## config.mk

```make
export PLATFORM = sky130hd
export DESIGN_NAME = calendar_date_counter
export DESIGN_NICKNAME = d
export VERILOG_FILES = /design/src/sv/cal_pkg.sv /design/src/sv/cal_date_step.sv /design/src/sv/cal_weekday.sv /design/src/sv/calendar_date_counter.sv
export SDC_FILE = /design/constraint.sdc
export NUM_CORES = 1
export LEC_CHECK = 0
export BUFFER_PORTS_ARGS = -buffer_cell sky130_fd_sc_hd__buf_2
export CORE_MARGIN = 4
export CORE_UTILIZATION = 40
export CTS_CLUSTER_SIZE = 25
export DETAILED_ROUTE_END_ITERATION = 8
export GPL_ROUTABILITY_DRIVEN = 0
export PLACE_DENSITY = 0.57
export SETUP_SLACK_MARGIN = 0.4
export SYNTH_ARGS = -nofsm -noshare
export SYNTH_HDL_FRONTEND = slang
export SYNTH_HIERARCHICAL = 1
export SYNTH_SLANG_ARGS = --single-unit
```

## constraint.sdc

```tcl
create_clock -name clk -period 11.65 [get_ports clk]
set_clock_uncertainty 0.1 [all_clocks]
set_input_delay 2.33 -clock clk [delete_from_list [all_inputs] [get_ports clk]]
set_output_delay 2.33 -clock clk [all_outputs]
set_load 0.02 [all_outputs]
```

## src/sv/cal_pkg.sv

```systemverilog
// ============================================================================
// cal_pkg - shared types, codes and calendar helpers
// Field widths, operation and status codes, the date record passed between
// stages, and the leap-year, month-length and Zeller month-term functions.
// ============================================================================
package cal_pkg;

    localparam int YEAR_W  = 14;
    localparam int MONTH_W = 4;
    localparam int DAY_W   = 5;
    localparam int WDAY_W  = 3;
    localparam int OP_W    = 2;
    localparam int STAT_W  = 2;

    typedef logic [YEAR_W-1:0]  year_t;
    typedef logic [MONTH_W-1:0] month_t;
    typedef logic [DAY_W-1:0]   day_t;
    typedef logic [WDAY_W-1:0]  wday_t;

    // Highest year the counter holds; advancing past its last day is held.
    localparam year_t YEAR_MAX = 14'd9999;

    localparam year_t  RESET_YEAR  = 14'd2001;
    localparam month_t RESET_MONTH = 4'd1;
    localparam day_t   RESET_DAY   = 5'd1;

    localparam month_t MONTH_FEB = 4'd2;
    localparam month_t MONTH_DEC = 4'd12;
    localparam day_t   DAY_LAST  = 5'd31;

    // Multiplicative inverse of 25 modulo 2^14, and the largest quotient
    // y / 25 for a 14-bit y; y is a multiple of 25 exactly when
    // (y * INV_25) mod 2^14 does not exceed that bound.
    localparam year_t INV_25     = 14'd7209;
    localparam year_t DIV25_LIM  = 14'd655;

    // floor(y / 100) = (y * RECIP_100) >> RECIP_SHIFT, exact for 14-bit y.
    localparam logic [12:0] RECIP_100   = 13'd5243;
    localparam int          RECIP_SHIFT = 19;

    typedef enum logic [OP_W-1:0] {
        OP_ADVANCE = 2'd0,
        OP_LOAD    = 2'd1,
        OP_QUERY   = 2'd2
    } op_t;

    typedef enum logic [STAT_W-1:0] {
        ST_OK       = 2'd0,
        ST_BAD_LOAD = 2'd1,
        ST_OVERFLOW = 2'd2
    } status_t;

    typedef struct packed {
        year_t   year;
        month_t  month;
        day_t    day;
        status_t status;
    } date_t;

    function automatic logic div_by_25(input year_t y);
        logic [2*YEAR_W-1:0] p;
        p = y * INV_25;
        return p[YEAR_W-1:0] <= DIV25_LIM;
    endfunction

    // Divisible by 100 is divisible by 4 and 25; by 400 is by 16 and 25.
    function automatic logic is_leap(input year_t y);
        return (y[1:0] == 2'b00) && (!div_by_25(y) || (y[3:0] == 4'b0000));
    endfunction

    function automatic day_t month_length(input year_t y, input month_t m);
        day_t len;
        case (m)
            4'd2:                       len = is_leap(y) ? 5'd29 : 5'd28;
            4'd4, 4'd6, 4'd9, 4'd11:    len = 5'd30;
            default:                    len = 5'd31;
        endcase
        return len;
    endfunction

    // (13 * (x + 1)) / 5, where January and February count as 13 and 14.
    function automatic logic [5:0] zeller_mterm(input month_t m);
        logic [5:0] t;
        case (m)
            4'd0:    t = 6'd33;
            4'd1:    t = 6'd36;
            4'd2:    t = 6'd39;
            4'd3:    t = 6'd10;
            4'd4:    t = 6'd13;
            4'd5:    t = 6'd15;
            4'd6:    t = 6'd18;
            4'd7:    t = 6'd20;
            4'd8:    t = 6'd23;
            4'd9:    t = 6'd26;
            4'd10:   t = 6'd28;
            4'd11:   t = 6'd31;
            4'd12:   t = 6'd33;
            4'd13:   t = 6'd36;
            4'd14:   t = 6'd39;
            default: t = 6'd41;
        endcase
        return t;
    endfunction

endpackage

```

## src/sv/cal_date_step.sv

```systemverilog
// ============================================================================
// cal_date_step - input register and date state update
// Registers one command beat, then advances, loads or reads the stored date
// and registers the new date with its status for the weekday stages.
// ============================================================================
module cal_date_step (
    input  logic                   clk,
    input  logic                   rst_n,
    input  logic                   in_valid,
    output logic                   in_ready,
    input  logic [cal_pkg::OP_W-1:0] in_op,
    input  cal_pkg::year_t         in_year,
    input  cal_pkg::month_t        in_month,
    input  cal_pkg::day_t          in_day,
    output logic                   out_valid,
    input  logic                   out_ready,
    output cal_pkg::date_t         out_date
);
    import cal_pkg::*;

    logic              in_valid_reg;
    logic [OP_W-1:0]   op_reg;
    year_t             ly_reg;
    month_t            lm_reg;
    day_t              ld_reg;

    year_t             year_reg,   year_next;
    month_t            month_reg,  month_next;
    day_t              day_reg,    day_next;
    status_t           status_reg, status_next;
    logic              out_valid_reg;

    day_t              cur_len;
    day_t              load_len;
    logic              take;

    assign take     = in_valid_reg && (!out_valid_reg || out_ready);
    assign in_ready = !in_valid_reg || take;

    always_ff @(posedge clk or negedge rst_n)
    begin
        if (!rst_n)
        begin
            in_valid_reg <= 1'b0;
        end
        else if (in_ready)
        begin
            in_valid_reg <= in_valid;
        end
    end

    always_ff @(posedge clk)
    begin
        if (in_ready && in_valid)
        begin
            op_reg <= in_op;
            ly_reg <= in_year;
            lm_reg <= in_month;
            ld_reg <= in_day;
        end
    end

    always_comb
    begin
        year_next   = year_reg;
        month_next  = month_reg;
        day_next    = day_reg;
        status_next = ST_OK;
        cur_len     = month_length(year_reg, month_reg);
        load_len    = month_length(ly_reg, lm_reg);
        case (op_reg)
            OP_ADVANCE:
            begin
                if (year_reg >= YEAR_MAX && month_reg >= MONTH_DEC && day_reg >= DAY_LAST)
                begin
                    status_next = ST_OVERFLOW;
                end
                else if (day_reg >= cur_len)
                begin
                    day_next = RESET_DAY;
                    if (month_reg >= MONTH_DEC)
                    begin
                        month_next = RESET_MONTH;
                        year_next  = year_reg + YEAR_W'(1);
                    end
                    else
                    begin
                        month_next = month_reg + MONTH_W'(1);
                    end
                end
                else
                begin
                    day_next = day_reg + DAY_W'(1);
                end
            end
            OP_LOAD:
            begin
                if (ly_reg == '0 || ly_reg > YEAR_MAX || lm_reg == '0 ||
                    lm_reg > MONTH_DEC || ld_reg == '0 || ld_reg > load_len)
                begin
                    status_next = ST_BAD_LOAD;
                end
                else
                begin
                    year_next  = ly_reg;
                    month_next = lm_reg;
                    day_next   = ld_reg;
                end
            end
            OP_QUERY:
            begin
                // hold the date
            end
            default:
            begin
                // unused code reads like a query
            end
        endcase
    end

    always_ff @(posedge clk or negedge rst_n)
    begin
        if (!rst_n)
        begin
            year_reg      <= RESET_YEAR;
            month_reg     <= RESET_MONTH;
            day_reg       <= RESET_DAY;
            out_valid_reg <= 1'b0;
        end
        else
        begin
            if (take)
            begin
                year_reg  <= year_next;
                month_reg <= month_next;
                day_reg   <= day_next;
            end
            if (take)
            begin
                out_valid_reg <= 1'b1;
            end
            else if (out_ready)
            begin
                out_valid_reg <= 1'b0;
            end
        end
    end

    always_ff @(posedge clk)
    begin
        if (take)
        begin
            status_reg <= status_next;
        end
    end

    assign out_valid       = out_valid_reg;
    assign out_date.year   = year_reg;
    assign out_date.month  = month_reg;
    assign out_date.day    = day_reg;
    assign out_date.status = status_reg;

    a_month_in_range: assert property (@(posedge clk) disable iff (!rst_n)
        month_reg != '0 && month_reg <= MONTH_DEC && day_reg != '0)
        else $error("stored date left the valid range");

    a_reject_holds_date: assert property (@(posedge clk) disable iff (!rst_n)
        take && status_next != ST_OK |=>
        year_reg == $past(year_reg) && month_reg == $past(month_reg) &&
        day_reg == $past(day_reg))
        else $error("rejected or overflowed step changed the date");

    a_idle_holds_date: assert property (@(posedge clk) disable iff (!rst_n)
        !take |=> $stable(year_reg) && $stable(month_reg) && $stable(day_reg))
        else $error("date changed without a command");

endmodule

```

## src/sv/cal_weekday.sv

```systemverilog
// ============================================================================
// cal_weekday - Zeller weekday stages and result register
// Splits the adjusted year into century and year of century over two
// registered stages and reduces the Zeller sum modulo seven.
// ============================================================================
module cal_weekday (
    input  logic            clk,
    input  logic            rst_n,
    input  logic            in_valid,
    output logic            in_ready,
    input  cal_pkg::date_t  in_date,
    output logic            out_valid,
    input  logic            out_ready,
    output cal_pkg::date_t  out_date,
    output cal_pkg::wday_t  out_weekday
);
    import cal_pkg::*;

    // Stage A: adjusted year, century, month term
    logic         a_valid_reg;
    date_t        a_date_reg;
    year_t        a_yy_reg;
    logic [7:0]   a_j_reg;
    logic [5:0]   a_mterm_reg;

    // Stage B: result
    logic         b_valid_reg;
    date_t        b_date_reg;
    wday_t        b_wday_reg;

    year_t        yy;
    logic [26:0]  prod;
    logic         a_load;
    logic         b_load;

    year_t        hundreds;
    year_t        k_wide;
    logic [6:0]   k;
    logic [10:0]  h;
    logic [4:0]   fold1;
    logic [3:0]   fold2;
    wday_t        wday;

    assign b_load   = a_valid_reg && (!b_valid_reg || out_ready);
    assign in_ready = !a_valid_reg || b_load;
    assign a_load   = in_valid && in_ready;

    always_comb
    begin
        if (in_date.month <= MONTH_FEB)
        begin
            yy = (in_date.year == '0) ? '0 : in_date.year - YEAR_W'(1);
        end
        else
        begin
            yy = in_date.year;
        end
        prod = yy * RECIP_100;
    end

    always_comb
    begin
        hundreds = YEAR_W'(a_j_reg) * YEAR_W'(100);
        k_wide   = a_yy_reg - hundreds;
        k        = k_wide[6:0];
        h        = 11'(a_date_reg.day) + 11'(a_mterm_reg) + 11'(k) + 11'(k[6:2]) +
                   11'(a_j_reg[7:2]) + 11'(a_j_reg) * 11'd5;
        // 8 = 1 mod 7: fold octal digits, then one subtract
        fold1    = 5'(h[2:0]) + 5'(h[5:3]) + 5'(h[8:6]) + 5'(h[10:9]);
        fold2    = 4'(fold1[2:0]) + 4'(fold1[4:3]);
        wday     = (fold2 >= 4'd7) ? 3'(fold2 - 4'd7) : fold2[2:0];
    end

    always_ff @(posedge clk or negedge rst_n)
    begin
        if (!rst_n)
        begin
            a_valid_reg <= 1'b0;
            b_valid_reg <= 1'b0;
        end
        else
        begin
            if (in_ready)
            begin
                a_valid_reg <= in_valid;
            end
            if (b_load)
            begin
                b_valid_reg <= 1'b1;
            end
            else if (out_ready)
            begin
                b_valid_reg <= 1'b0;
            end
        end
    end

    always_ff @(posedge clk)
    begin
        if (a_load)
        begin
            a_date_reg  <= in_date;
            a_yy_reg    <= yy;
            a_j_reg     <= prod[RECIP_SHIFT+7:RECIP_SHIFT];
            a_mterm_reg <= zeller_mterm(in_date.month);
        end
        if (b_load)
        begin
            b_date_reg <= a_date_reg;
            b_wday_reg <= wday;
        end
    end

    assign out_valid   = b_valid_reg;
    assign out_date    = b_date_reg;
    assign out_weekday = b_wday_reg;

    a_wday_in_range: assert property (@(posedge clk) disable iff (!rst_n)
        b_valid_reg |-> b_wday_reg <= 3'd6)
        else $error("weekday out of range");

    a_year_split: assert property (@(posedge clk) disable iff (!rst_n)
        a_valid_reg |-> k_wide < 14'd100)
        else $error("year of century out of range");

endmodule

```

## src/sv/calendar_date_counter.sv

```systemverilog
// ============================================================================
// calendar_date_counter - Gregorian date counter with Zeller weekday
// Holds year, month and day; each command beat advances one day, loads a
// checked date, or queries. Each beat returns the date, weekday and status.
// ============================================================================
//
//  Channel   Direction  Payload
//  s_*       in         tuser: operation; tdata: load_year, load_month, load_day
//  m_*       out        tuser: status; tdata: cur_year, cur_month, cur_day, weekday
//
// One command beat per cycle sustained while m_tready stays high; a result passes
// through the input register, date update, Zeller split and result register.
// The date state updates at the second of these, so back-to-back commands see
// each other's effect with no gap.
// rst_n (asynchronous, active low) sets 2001-01-01 and empties all stages.
// A stall on m_tready fills each stage in turn; s_tready drops only when all
// stages hold a beat.
//
module calendar_date_counter (
    input  logic        clk,
    input  logic        rst_n,
    input  logic        s_tvalid,
    output logic        s_tready,
    input  logic [23:0] s_tdata,   // load_year[13:0], load_month[17:14], load_day[22:18], pad
    input  logic [1:0]  s_tuser,   // operation[1:0]
    output logic        m_tvalid,
    input  logic        m_tready,
    output logic [31:0] m_tdata,   // cur_year[13:0], cur_month[17:14], cur_day[22:18],
                                   // weekday[25:23], pad
    output logic [1:0]  m_tuser    // status[1:0]
);
    import cal_pkg::*;

    // Hand-off from the date state to the weekday stages
    logic   step_valid;
    logic   step_ready;
    date_t  step_date;

    date_t  res_date;
    wday_t  res_wday;

    // Register the command and update the stored date
    cal_date_step u_step (
        .clk       (clk),
        .rst_n     (rst_n),
        .in_valid  (s_tvalid),
        .in_ready  (s_tready),
        .in_op     (s_tuser),
        .in_year   (s_tdata[13:0]),
        .in_month  (s_tdata[17:14]),
        .in_day    (s_tdata[22:18]),
        .out_valid (step_valid),
        .out_ready (step_ready),
        .out_date  (step_date)
    );

    // Derive the weekday of the updated date and hold the result beat
    cal_weekday u_wday (
        .clk         (clk),
        .rst_n       (rst_n),
        .in_valid    (step_valid),
        .in_ready    (step_ready),
        .in_date     (step_date),
        .out_valid   (m_tvalid),
        .out_ready   (m_tready),
        .out_date    (res_date),
        .out_weekday (res_wday)
    );

    // Pack the result beat, lowest field first
    assign m_tdata = {6'b0, res_wday, res_date.day, res_date.month, res_date.year};
    assign m_tuser = res_date.status;

endmodule

```

**Word level (Yosys, flattened, before mapping)**

Memory sizes are Yosys's and may differ from the RTL's. A register that Yosys moved wholly into a read port is not among the register bits.
Index checks and enable logic that the tools add are counted.

- Flip-flop bits (word level): 122
- ROM bits: 96
- Output and inout bits: 36
- Memories kept: 1

- Add/sub/neg operators: 15
- Multipliers: 5
- $lt $le $gt $ge: 11
- Equal/unequal tests: 15
- Mux-type cells: 28
- Reduce and logical (&&, ||, !) cells: 42

Memories:

| name | depth | width | rd ports | clocked after memory_dff | wr ports | line | RTL |
|---|---|---|---|---|---|---|---|
| (name not given) | 16 | 6 | 1 | 1 | 0 | cal_pkg.sv:84 | `case (m)` |

Operator list:

| cell | count |
|---|---|
| $mux 14 | 6 |
| $pmux 5 s2 | 3 |
| $le 14x10->1 const B | 2 |
| $logic_not 14->1 | 2 |
| $mul 14x13->14 const B | 2 |
| $pmux 14 s2 | 1 |
| $mul 14x13->27 const B | 1 |
| $eq 4x3->1 const B | 4 |
| $eq 4x4->1 const B | 4 |
| $mux 4 | 4 |
| $mux 5 | 3 |
| $add 14x1->14 const B | 1 |
| $ge 14x14->1 const B | 1 |
| $gt 14x14->1 const B | 1 |
| $sub 14x1->14 const B | 1 |
| $logic_not 4->1 | 3 |
| $add 11x11->11 | 1 |
| $add 11x5->11 | 1 |
| $add 11x6->11 | 1 |
| $add 11x7->11 | 1 |
| $logic_or 1x1->1 | 11 |
| $mul 8x3->11 const B | 1 |
| $eq 4x2->1 const B | 2 |
| $logic_and 1x1->1 | 8 |
| 33 further kinds | 51 |

**Depth between registers and ports, before layout**

- Word-level depth: 12
- Gate-level depth with buffers: 35
- Depth with buffers taken out: 35

**Hierarchy**

The synthesis kept the hierarchy.

By module, submodules not included:

| module | times used | cells an instance | area an instance (um^2) | sequential area each (um^2) |
|---|---|---|---|---|
| cal_weekday | 1 | 782 | 8469.4 | 2272.2 |
| cal_date_step | 1 | 501 | 5053.6 | 1447.6 |
| calendar_date_counter | 1 | 7 | 48.8 | 0.0 |

**Least setup slack after synthesis**

Ideal clock, no wire load.

- Path type: reg-to-reg
- Start point: register u_wday.a_j_reg[0]
- End point: register u_wday.b_wday_reg[1], in the netlist u_wday/out_weekday[1] (data pin)
- Library setup time: 0.260 ns
- Arrival time: 7.468 ns
- Setup slack: 3.822 ns
- Stages on the path, launching flop included: 30
- Cell sequence: edfxtp_1 > ha_1 > inv_1 > ha_1 > xnor2_1 > fa_1 > inv_1 > fa_1 > fa_1 > fa_1 > inv_1 > ha_1 > nand2_1 > o21ai_0 > nor2_1 > xor2_1 > fa_1 > fa_1 > inv_1 > ha_1 > fa_1 > xor2_1 > ha_1 > inv_1 > fa_1 > inv_1 > ha_1 > nand2b_1 > o21ai_0 > mux2_2

- Word-level cells in the longest chain between the ends: 12
- Elaborated cells on any way between the ends: 14
- Those cells by class: add/sub (10); mul (2); order compare (1); mux (1)

RTL lines:

| item | line | RTL |
|---|---|---|
| from (decl) | cal_weekday.sv:23 | `logic [7:0] a_j_reg;` |
| from (signal assigned) | cal_weekday.sv:104 | `a_j_reg <= prod[RECIP_SHIFT+7:RECIP_SHIFT];` |
| $mul 8x5->5 | cal_weekday.sv:63 | `hundreds = YEAR_W'(a_j_reg) * YEAR_W'(100);` |
| $sub 7x7->7 | cal_weekday.sv:64 | `k_wide = a_yy_reg - hundreds;` |
| $add 11x7->11 | cal_weekday.sv:66 | `h = 11'(a_date_reg.day) + 11'(a_mterm_reg) + 11'(k) + 11'(k[6:2]) +` |
| $add 11x5->11 | cal_weekday.sv:66 |  |
| $add 11x6->11 | cal_weekday.sv:66 |  |
| $add 11x11->11 * | cal_weekday.sv:67 | `11'(a_j_reg[7:2]) + 11'(a_j_reg) * 11'd5;` |
| $add 3x3->4 | cal_weekday.sv:69 | `fold1 = 5'(h[2:0]) + 5'(h[5:3]) + 5'(h[8:6]) + 5'(h[10:9]);` |
| $add 5x3->5 | cal_weekday.sv:69 |  |
| $add 5x2->5 * | cal_weekday.sv:69 |  |
| $add 3x2->4 * | cal_weekday.sv:70 | `fold2 = 4'(fold1[2:0]) + 4'(fold1[4:3]);` |
| $ge 4x3->1 / $sub 3x3->3 (equally long branches) | cal_weekday.sv:71 | `wday = (fold2 >= 4'd7) ? 3'(fold2 - 4'd7) : fold2[2:0];` |
| $mux 3 * | cal_weekday.sv:71 |  |
| via u_wday.wday[1] | cal_weekday.sv:42 | `wday_t wday;` |
| to (signal assigned) | cal_weekday.sv:110 | `b_wday_reg <= wday;` |
| to (decl) | cal_weekday.sv:29 | `wday_t b_wday_reg;` |

Mark *: on every way through the listed nets, which the timed path passes. The rest lies on a longest branch.
A chain may end at the register's enable or synchronous reset.

**Worst setup path after layout**

Ends and elaborated chain as after synthesis.

==> flow_summary.yaml <==
die:
  initial_core_util_pct: 40.5
  io-pin-count: 66
  dieHeight_um: 192
  dieArea_sq_um: 36900
  coreArea_sq_um: 33500
  row_count: 67
  dieWidth_um: 192
grt:
  grt_overflow_total: 0
  grt_pass1_wl_mm: 47.5
  grt_max_degree: 47
  grt_pass1_vias: 9226
  track_usage_pct: 16.2
  antenna_found_initial: 0
yosys:
  async_flop_share_pct: 21.1
  synth_cells: 1290
  synth_area_sq_um: 13600
  yosys.area_share.adder_pct: 38.8
  synthMuxAreaShare_pct: 0.821
  yosys_warnings: 6
  ys_types: 84
  yosys.area_share.simple_pct: 9.73
  yosysSeqAreaShare_pct: 27.4
  ys_ff_latch: 128
  synth-xor-area-share_pct: 3.74
  avgSynthCellArea_sq_um: 10.5
  synthFlopType: "edfxtp_1"
  synth-compound-area-share_pct: 10.4
  synth_top_family_by_area: "adder cells"
  synth_edf_count: 101
setup_path:
  crit_required_ns: 11.72
  crit_top_cell: "fa_1"
  worst-path-stages: 29
  critPathKind: "reg -> reg"
  path_buf_inv: 6
  rr_worst_depth: 29
  cp_max_fo: 5
  endpoint_kind: "flop"
  cp_slowest_cell: "fa_1"
  rr_startpoint: "u_wday/a_j_reg[0]"
  arrival_ns: 8.46
  cp_top_family: "adder cells"
  worstSetupStartpointType: "flop"
  cpPeakStageDelay_ns: 0.55
  crit_start: "u_wday/a_j_reg[0]"
clock_network:
  cts_buffers: 17
  cts.clk_slew.worst_paths_ns: 0.06
  cts_sinks: 128
  htree_levels: 4
  cts.repair.resized: 0
  holdBufCountCts: 0
  cts_tree: "built"
  cts_setup_buffers: 0
  cts-root-buf: "clkbuf_16"
  insertion_delay_ns: 0.42
  cts_buffer_depth: 2
place:
  hpwlAfterDp_mm: 22.6
  place_area_sq_um: 14300
  io_buffers: 58
  pre_cts_slack_ns: 3.23
route:
  via_per_inst: 4.97
  avgRoutedWirePerCell_um: 15.7
  num_vias: 8987
  drtIter0Drc: 568
  drt_pre_antenna_iters: 7
  drt-total-wl_mm: 28.4
  drtAntennaViolNets: 0
  drc: 0
layout:
  antenna_cells: 0
  fill_cells: 3200
  final_area_sq_um: 14900
  nNetsFinal: 1727
  drive_gt1_share_pct: 10.9
  area_delta_synth_final_pct: 9.78
timing:
  max_freq_mhz: 119
  hold_violations: 0
  min_period_ns: 8.38
  setup-violations-final: 0
  timing.final.ws_setup_ns: 3.27
  slew_violations: 0
  tightest_slew_ns: 1.14
  fin_crit_sh_pct: 71.9
  tns_ns: 0
  max_slew_margin_pct: 24.0
  grt_setup_unrepaired: "false"
hold_path:
  hold_path_depth: 0
  hp-class: "reg -> reg"
  hold_start: "u_wday/a_date_reg[24]"
run:
  max-cap-violations: 0
status:
  status: "completed"
[metal layers]
| metal | track usage, % | share of wire [%] | vias to the layer above |
|---|---|---|---|
| met1 | 22.2 | 47 | 4338 |
| met2 | 27.3 | 49 | 152 |
| met4 | 2.93 | 0.78 | 0 |
| li1 | - | - | 4480 |
| met5 | 0 | 0 | - |
| met3 | 2.60 | 3.2 | 17 |
[cell type report]
| cell class | instances | area (sq um) | share of cell area [%] |
|---|---|---|---|
| multi-input combinational | 864 | 8650 | 58.1 |
| inverter | 275 | 1030 | 6.93 |
| clock inverter | 15 | 196 | 1.32 |
| tap | 448 | 561 | 3.76 |
| sequential | 128 | 3720 | 25.0 |
| clock buffer | 17 | 425 | 2.86 |
| timing repair buffer | 61 | 313 | 2.10 |
[worst paths after layout]
kind	slack, ns	to
max	3.27	u_wday/out_weekday[1]
min	0.32	u_wday/out_date[24]
max reg2reg	3.27	u_wday/out_weekday[1]
min reg2reg	0.32	u_wday/out_date[24]
max in group asynchronous	9.18	u_step/month_reg[2]
min in group asynchronous	1.83	u_step/year_reg[1]
[worst reg2reg max path: cells and delay by family (launching register included)]
kind	cells	cell delay, ns
adder cells (fa/ha/maj)	14	5.35
AND/OR/NAND/NOR	3	0.22
XOR/XNOR	3	0.71
multiplexers	1	0.37
buffers and inverters	6	0.34
AO/OA/AOI/OAI	2	0.54
flip-flops	1	0.51
[kinds of logic after synthesis]
group,after synthesis
flip-flops,128
buffers and inverters,303
adder cells (fa/ha/maj),350
other,1
AO/OA/AOI/OAI,207
multiplexers,8
AND/OR/NAND/NOR,235
XOR/XNOR,58
[cell usage after synthesis, types with 13 or more instances]
cell type | instances | area (sq um)
nand4_1 | 13 | 81.3
nand2b_1 | 17 | 106
a31oi_1 | 17 | 106
ha_1 | 231 | 2890
nor3_1 | 15 | 75.1
nand3_1 | 13 | 65.1
a21o_1 | 15 | 113
fa_1 | 119 | 2380
nor2_1 | 39 | 146
dfrtp_1 | 18 | 450
a21oi_1 | 43 | 215
inv_1 | 275 | 1030
xnor2_1 | 37 | 324
xor2_1 | 21 | 184
o21ai_0 | 38 | 190
nand2_1 | 64 | 240
edfxtp_1 | 101 | 3030
[stage by stage]
stage	hold slack [ns]	util (%)	std cells
after global routing	0.331	44.4	1808
after floorplan	0.300	-	1295
after CTS	0.322	44.4	1808
after detailed placement	0.305	42.6	1776
final	0.319	44.4	1808
after global placement	0.303	42.6	1776
[cell usage in the layout, fill, tap and decap left out, types with 17 or more instances in the layout]
cell type / n
ha_1: 231
fa_1: 119
a31oi_1: 17
buf_2: 58
a21oi_1: 43
nand2_1: 64
xor2_1: 21
xnor2_1: 37
nand2b_1: 17
o21ai_0: 38
clkbuf_16: 17
dfrtp_1: 18
inv_1: 275
edfxtp_1: 101
nor2_1: 39
Power is left out: the tool's default activity adds up to more than one toggle a clock period on the data nets, which glitch-free logic cannot reach.
